`src/hw/rtl/jrdz_pkg.sv`:
```
// Package: payload types and fixed-point constants for the radial dead-zone core.
package jrdz_pkg;

    typedef struct packed {
        logic signed [15:0] stick_x;
        logic signed [15:0] stick_y;
    } jrdz_in_t;

    typedef struct packed {
        logic signed [15:0] scaled_x;
        logic signed [15:0] scaled_y;
        logic signed [15:0] dir_x;
        logic signed [15:0] dir_y;
        logic               in_dead_zone;
    } jrdz_out_t;

    localparam int QW         = 17;   // quotient bits kept before saturation
    localparam int ROOT_W     = 24;   // width of the Q.23 length
    localparam int RAD_W      = 48;   // width of the square root radicand
    localparam int SQRT_LAT   = ROOT_W + 1;
    localparam int DIV_LAT    = QW + 1;
    localparam int PADDR_W    = 3;
    localparam logic [PADDR_W-1:0] REG_DEAD_ZONE = 3'd0;
    localparam logic [14:0] DEAD_ZONE_RESET = 15'd6554;

endpackage

```
`src/hw/rtl/jrdz_sqrt.sv`:
```
// Pipelined restoring integer square root, one result bit per stage.
module jrdz_sqrt
    import jrdz_pkg::*;
(
    input  logic              aclk,
    input  logic              en,
    input  logic [RAD_W-1:0]  rad,
    output logic [ROOT_W-1:0] root
);

    localparam int REM_W = ROOT_W + 2;

    logic [RAD_W-1:0]  v_reg    [0:ROOT_W];
    logic [REM_W-1:0]  rem_reg  [0:ROOT_W];
    logic [ROOT_W-1:0] root_reg [0:ROOT_W];

    always_ff @(posedge aclk) begin
        if (en) begin
            v_reg[0]    <= rad;
            rem_reg[0]  <= '0;
            root_reg[0] <= '0;
        end
    end

    genvar k;
    generate
        for (k = 0; k < ROOT_W; k++) begin : g_step
            logic [REM_W+1:0] shifted;
            logic [REM_W+1:0] trial;
            logic             ge;
            assign shifted = {rem_reg[k], v_reg[k][RAD_W-1 -: 2]};
            assign trial   = {2'b00, root_reg[k], 2'b01};
            assign ge      = shifted >= trial;
            always_ff @(posedge aclk) begin
                if (en) begin
                    v_reg[k+1]    <= {v_reg[k][RAD_W-3:0], 2'b00};
                    rem_reg[k+1]  <= ge ? REM_W'(shifted - trial) : REM_W'(shifted);
                    root_reg[k+1] <= {root_reg[k][ROOT_W-2:0], ge};
                end
            end
        end
    endgenerate

    assign root = root_reg[ROOT_W];

endmodule

```
`config.mk`:
```
export PLATFORM = sky130hd
export DESIGN_NAME = jrdz_sqrt
export DESIGN_NICKNAME = d
export VERILOG_FILES = /design/src/hw/rtl/jrdz_pkg.sv /design/src/hw/rtl/jrdz_sqrt.sv
export SDC_FILE = /design/constraint.sdc
export NUM_CORES = 2
export LEC_CHECK = 0
export BUFFER_PORTS_ARGS = -buffer_cell sky130_fd_sc_hd__buf_2
export CORE_ASPECT_RATIO = 0.75
export CORE_MARGIN = 5
export CORE_UTILIZATION = 60
export DETAILED_ROUTE_END_ITERATION = 12
export PLACE_DENSITY = 0.77
export SYNTH_ARGS = -nofsm -noshare
export SYNTH_HDL_FRONTEND = slang
export SYNTH_SLANG_ARGS = --single-unit
```
`constraint.sdc`:
```
create_clock -name aclk -period 4.2 [get_ports aclk]
set_input_delay 1.26 -clock aclk [delete_from_list [all_inputs] [get_ports aclk]]
set_output_delay 1.26 -clock aclk [all_outputs]
set_load 0.1 [all_outputs]
```
Word level (Yosys, flattened, before mapping)
Memory sizes are Yosys's and may differ from the RTL's.
Cells that the tools add are included.
- output and inout bits: 24
- memories kept: 3
- register bits: 0
- bits in writable memories: 2450
- logic and storage cells: 77
- input bits: 50
- memories (name ; depth ; bits a word ; read ports ; clocked after Yosys merged registers in ; write ports ; line ; RTL):
    v_reg ; 25 ; 48 ; 24 ; 0 ; 25 ; jrdz_sqrt.sv:13 ; logic [RAD_W-1:0] v_reg [0:ROOT_W];
    rem_reg ; 25 ; 26 ; 24 ; 0 ; 25 ; jrdz_sqrt.sv:14 ; logic [REM_W-1:0] rem_reg [0:ROOT_W];
    root_reg ; 25 ; 24 ; 25 ; 0 ; 25 ; jrdz_sqrt.sv:15 ; logic [ROOT_W-1:0] root_reg [0:ROOT_W];
- add/sub/neg operators: 24
- multiplexer cells: 26
- magnitude comparators: 24
- operator list (operator ; number):
    $ge A28 B26 Y1 ; 24
    $mux W26 ; 24
    $sub A26 B26 Y26 ; 24
    $mux W1 ; 2

Longest topological paths before layout
An unclocked memory read counts as a cell.
- depth after elaboration: 3
- depth in mapped cells: 14
- depth with buffers taken out: 12

Least setup slack after synthesis
OpenSTA, ideal clock, no wires.
- path kind: register to register
- start: mem rem_reg[2][26] (netlist bit)
- end: mem rem_reg[2][70] (netlist bit) (data pin)
- data required time: 3940 ps
- arrival: 2900 ps
- cell stages (with the launch flop): 11
- path slack: 1040 ps
- path buffers: 2
- period minus slack after synthesis: 3160 ps
- setup time: 260 ps
- path through: edfxtp_1 -> ha_1 -> nor2b_1 -> o21ai_0 -> a21boi_0 -> o41ai_1 -> o31ai_1 -> a311o_1 -> clkbuf_1 -> buf_2 -> mux2_2
- RTL lines (item ; line):
    start: declaration ; jrdz_sqrt.sv:14

==> impl_metrics.ini <==
[status]
status = completed

[yosys]
synth_area_leaders = edfxtp_1 (66%), ha_1 (6.1%), xnor2_1 (3.2%), xor2_1 (2.8%), inv_1 (2.3%)
synth_edf_count = 1463
ys_ff_latch = 1463
synth_area_per_cell_sq_um = 13.4
synth_top_area_share_pct = 66.0
ys_seq_area_share_pct = 66.0
yosysWarnings = 0
synth_fp_nets = 5357
postSynthCellCount = 4981
async_flop_share_pct = 0
syn_area_sq_mm = 0.0666
synth_ff_type = edfxtp_1
yosys.area.top_type = edfxtp_1
synth.distinct_cells = 84

[timing]
grt_setup_unrepaired = false
worstMarginPinSlew_ns = 1.22
relSlewSlack_pct = 18.5
fin_ws_ns = 0.495
setup_viol = 0
final.setup_skew_ns = 0.0408
min_period_ns = 3.70
drv_slew = 0
finalSetupTns_ns = 0
min_period_over_period_pct = 88.2
fmax_mhz = 270
hold_viol = 0

[setup_path]
path_class = reg -> reg
path_max_fanout = 24
end_kind = flop
reg2reg_to = rem_reg[2][111]
timing.rr.start = rem_reg[2][93]
reg2reg_slack_ns = 0.50
cp.required_ns = 4.71
start_kind = flop
arrival_ns = 4.22
r2r_cells = 9

[floorplanning]
initial_core_util_pct = 60.7
die_area_sq_mm = 0.118
fp.dieW_um = 395
die_h_um = 298
core_area_sq_mm = 0.110
rows = 105
ios = 74

[final_layout]
fill_cells = 7623
area.growth.synth_to_final_pct = 10.6
final-instance-count-excl-fill = 6737
final_util_pct = 67.1
largest_register_ffs = 600
drive_gt1_share_pct = 8.26
nNetsFinal = 5559

[cts]
cts_hold_buf = 0
cts_sinks = 1463
cts_inserted_buffers = 139
htreeDepth = 4
cts_tree = done
clock_path_buffers = 3
postCtsSetupRepairBufs = 0
ctsResizeCount = 0
clkTransAtPathRegs_ns = 0.06
cts-root-buf = clkbuf_16
insertion_delay_ns = 0.78

[global_routing]
grt_usage_pct = 20.8
grt_pass1_vias = 37200
grt_pass1_wl_mm = 198
grt_start_max_net_pins = 105
antenna_found_initial = 3
gr-total-overflow = 0

[power]
cellPowerDensity_mw_per_mm2 = 509
internal-power_uw = 27500
swShare_pct = 26.6
vdd_drop_max_mv = 0.481
combPwrFrac_pct = 16.3
switching_power_uw = 9960
leakage_uw = 0.0281
power_frac_seq_pct = 51.2
p_clk_share_pct = 32.5

[hold_path]
hp-class = reg -> reg
worstHoldPathCells = 0
min_from = v_reg[0][211]
hold-path-endpoint = v_reg[0][261]

[drt]
wl_met1_mm = 57.5
wirelength_mm = 122
wl_met3_mm = 8.20
viasPerCell = 5.74
vias = 38700
first_pass_iters = 6
top_layer = met5
ant_nets = 0
dr_wl_met2_mm = 54.3
routedWlPerCell_um = 18.2
detail_route.drc_violations = 0
drt_iter0_drc = 3378

[placement]
post-dp-hpwl_mm = 87.3
gp_congestion = 0.892
port_buffers = 73
dp_cells = 6486
dp_worst_setup_slack_ns = 0.644

[flow_run]
drv_cap = 0
==> metal layers <==
metal,GRT usage [%],vias to the layer above
met5,0,-
met4,5.28,2
met3,4.16,184
met2,31.4,1087
met1,31.3,18600
li1,-,18800
==> per-stage QoR <==
step           power [uW]  hold slack [ns]  cell area [sq um]
2_1_floorplan       23500            0.400              66600
3_3_place_gp        25300            0.400              69200
3_5_place_dp        25500            0.405              69200
4_1_cts             37800            0.407              73600
5_1_grt             39400            0.413              73600
6_report            37500            0.407              73600
==> Yosys cell counts (7+ instances only) <==
| library cell | instances |
|---|---|
| edfxtp_1 | 1463 |
| inv_1 | 400 |
| nand2_1 | 347 |
| ha_1 | 326 |
| o21ai_0 | 284 |
| a21oi_1 | 277 |
| nor2_1 | 254 |
| xnor2_1 | 245 |
| xor2_1 | 216 |
| a21o_1 | 120 |
| nor3_1 | 103 |
| nor4_1 | 81 |
| nand3_1 | 72 |
| nand2b_1 | 70 |
| o21a_1 | 66 |
| clkbuf_1 | 65 |
| nand4_1 | 53 |
| or3_1 | 53 |
| nor2b_1 | 52 |
| mux2_2 | 43 |
| a211oi_1 | 33 |
| o21bai_1 | 27 |
| o31ai_1 | 27 |
| or4_1 | 27 |
| or2_2 | 23 |
| a31oi_1 | 22 |
| buf_2 | 16 |
| and3_1 | 15 |
| nand3b_1 | 15 |
| o211ai_1 | 14 |
| and2_1 | 13 |
| nor3b_1 | 13 |
| a211o_1 | 12 |
| nand4b_1 | 10 |
| a31o_2 | 9 |
| mux2i_1 | 8 |
| a21boi_0 | 7 |
==> power by group through the flow <==
stage | logic [uW] | clock network (uW) | registers [uW]
after global placement | 5890 | 0 | 19400
final | 6110 | 12200 | 19200
after floorplan | 4430 | 0 | 19100
after CTS | 6080 | 12500 | 19200
after global routing | 6840 | 13200 | 19300
after detailed placement | 6040 | 0 | 19500
==> final cells by class <==
type / count / area, sq um / area share (%)
Sequential cell: 1463 / 43900 / 59.7
Antenna cell: 1 / 2.50 / 0.00340
Clock inverter: 80 / 816 / 1.11
Tap cell: 1444 / 1810 / 2.45
Multi-Input combinational cell: 3030 / 20800 / 28.2
Inverter: 401 / 1510 / 2.04
Clock buffer: 170 / 3640 / 4.94
Timing Repair Buffer: 148 / 1140 / 1.55
==> layout by cell type, fill, tap and decap left out, types with 21 or more instances in the layout <==
cell	netlist	final
xor2_1	216	216
nor2_1	254	253
buf_2	16	72
or3_1	53	53
clkbuf_1	65	29
clkinv_1	0	31
ha_1	326	326
a211oi_1	33	33
o31ai_1	27	25
nand4_1	53	53
o21bai_1	27	27
a21o_1	120	120
nand3_1	72	72
nor3_1	103	103
xnor2_1	245	245
buf_4	1	59
o21ai_0	284	283
a31oi_1	22	21
nand2b_1	70	70
clkbuf_16	0	141
a21oi_1	277	277
nand2_1	347	347
mux2_2	43	43
or4_1	27	27
nor4_1	81	79
nor2b_1	52	52
edfxtp_1	1463	1463
inv_1	400	400
or2_2	23	23
o21a_1	66	66
clkinv_2	0	21
==> how the worst max path moves through the flow <==
stage	startpoint	to	slack, ns	cells after the start
after CTS	rem_reg[2][93]	rem_reg[2][111]	0.58	9
final	rem_reg[2][93]	rem_reg[2][111]	0.50	9
after global routing	rem_reg[1][185]	rem_reg[2][25]	0.25	10
after detailed placement	rem_reg[2][93]	rem_reg[2][111]	0.64	9
after floorplan	rem_reg[2][26]	rem_reg[2][70]	1.04	10
after global placement	rem_reg[2][93]	rem_reg[2][108]	0.68	9
==> cells by family (layout without fill, tap and decap cells) <==
| logic type | Yosys count | in the layout | synth area share [%] |
|---|---|---|---|
| multiplexers | 51 | 51 | 0.848 |
| AO/OA/AOI/OAI | 963 | 963 | 8.92 |
| buffers and inverters | 488 | 799 | 2.81 |
| other | 1 | 2 | 0.00563 |
| flip-flops | 1463 | 1463 | 66.0 |
| adder cells (fa/ha/maj) | 326 | 326 | 6.13 |
| XOR/XNOR | 461 | 461 | 6.07 |
| AND/OR/NAND/NOR | 1228 | 1228 | 9.23 |
==> worst max-delay path: stages (launching register included) <==
cell      delay, ns
edfxtp_1       0.41
ha_1           0.44
a21o_1         0.23
a21o_1         0.17
a21oi_1        0.32
a21boi_0       0.45
o311ai_0       0.28
o21ai_2        0.43
buf_4          0.35
mux2_2         0.38
No activity file was read; power rests on OpenSTA's default activity.
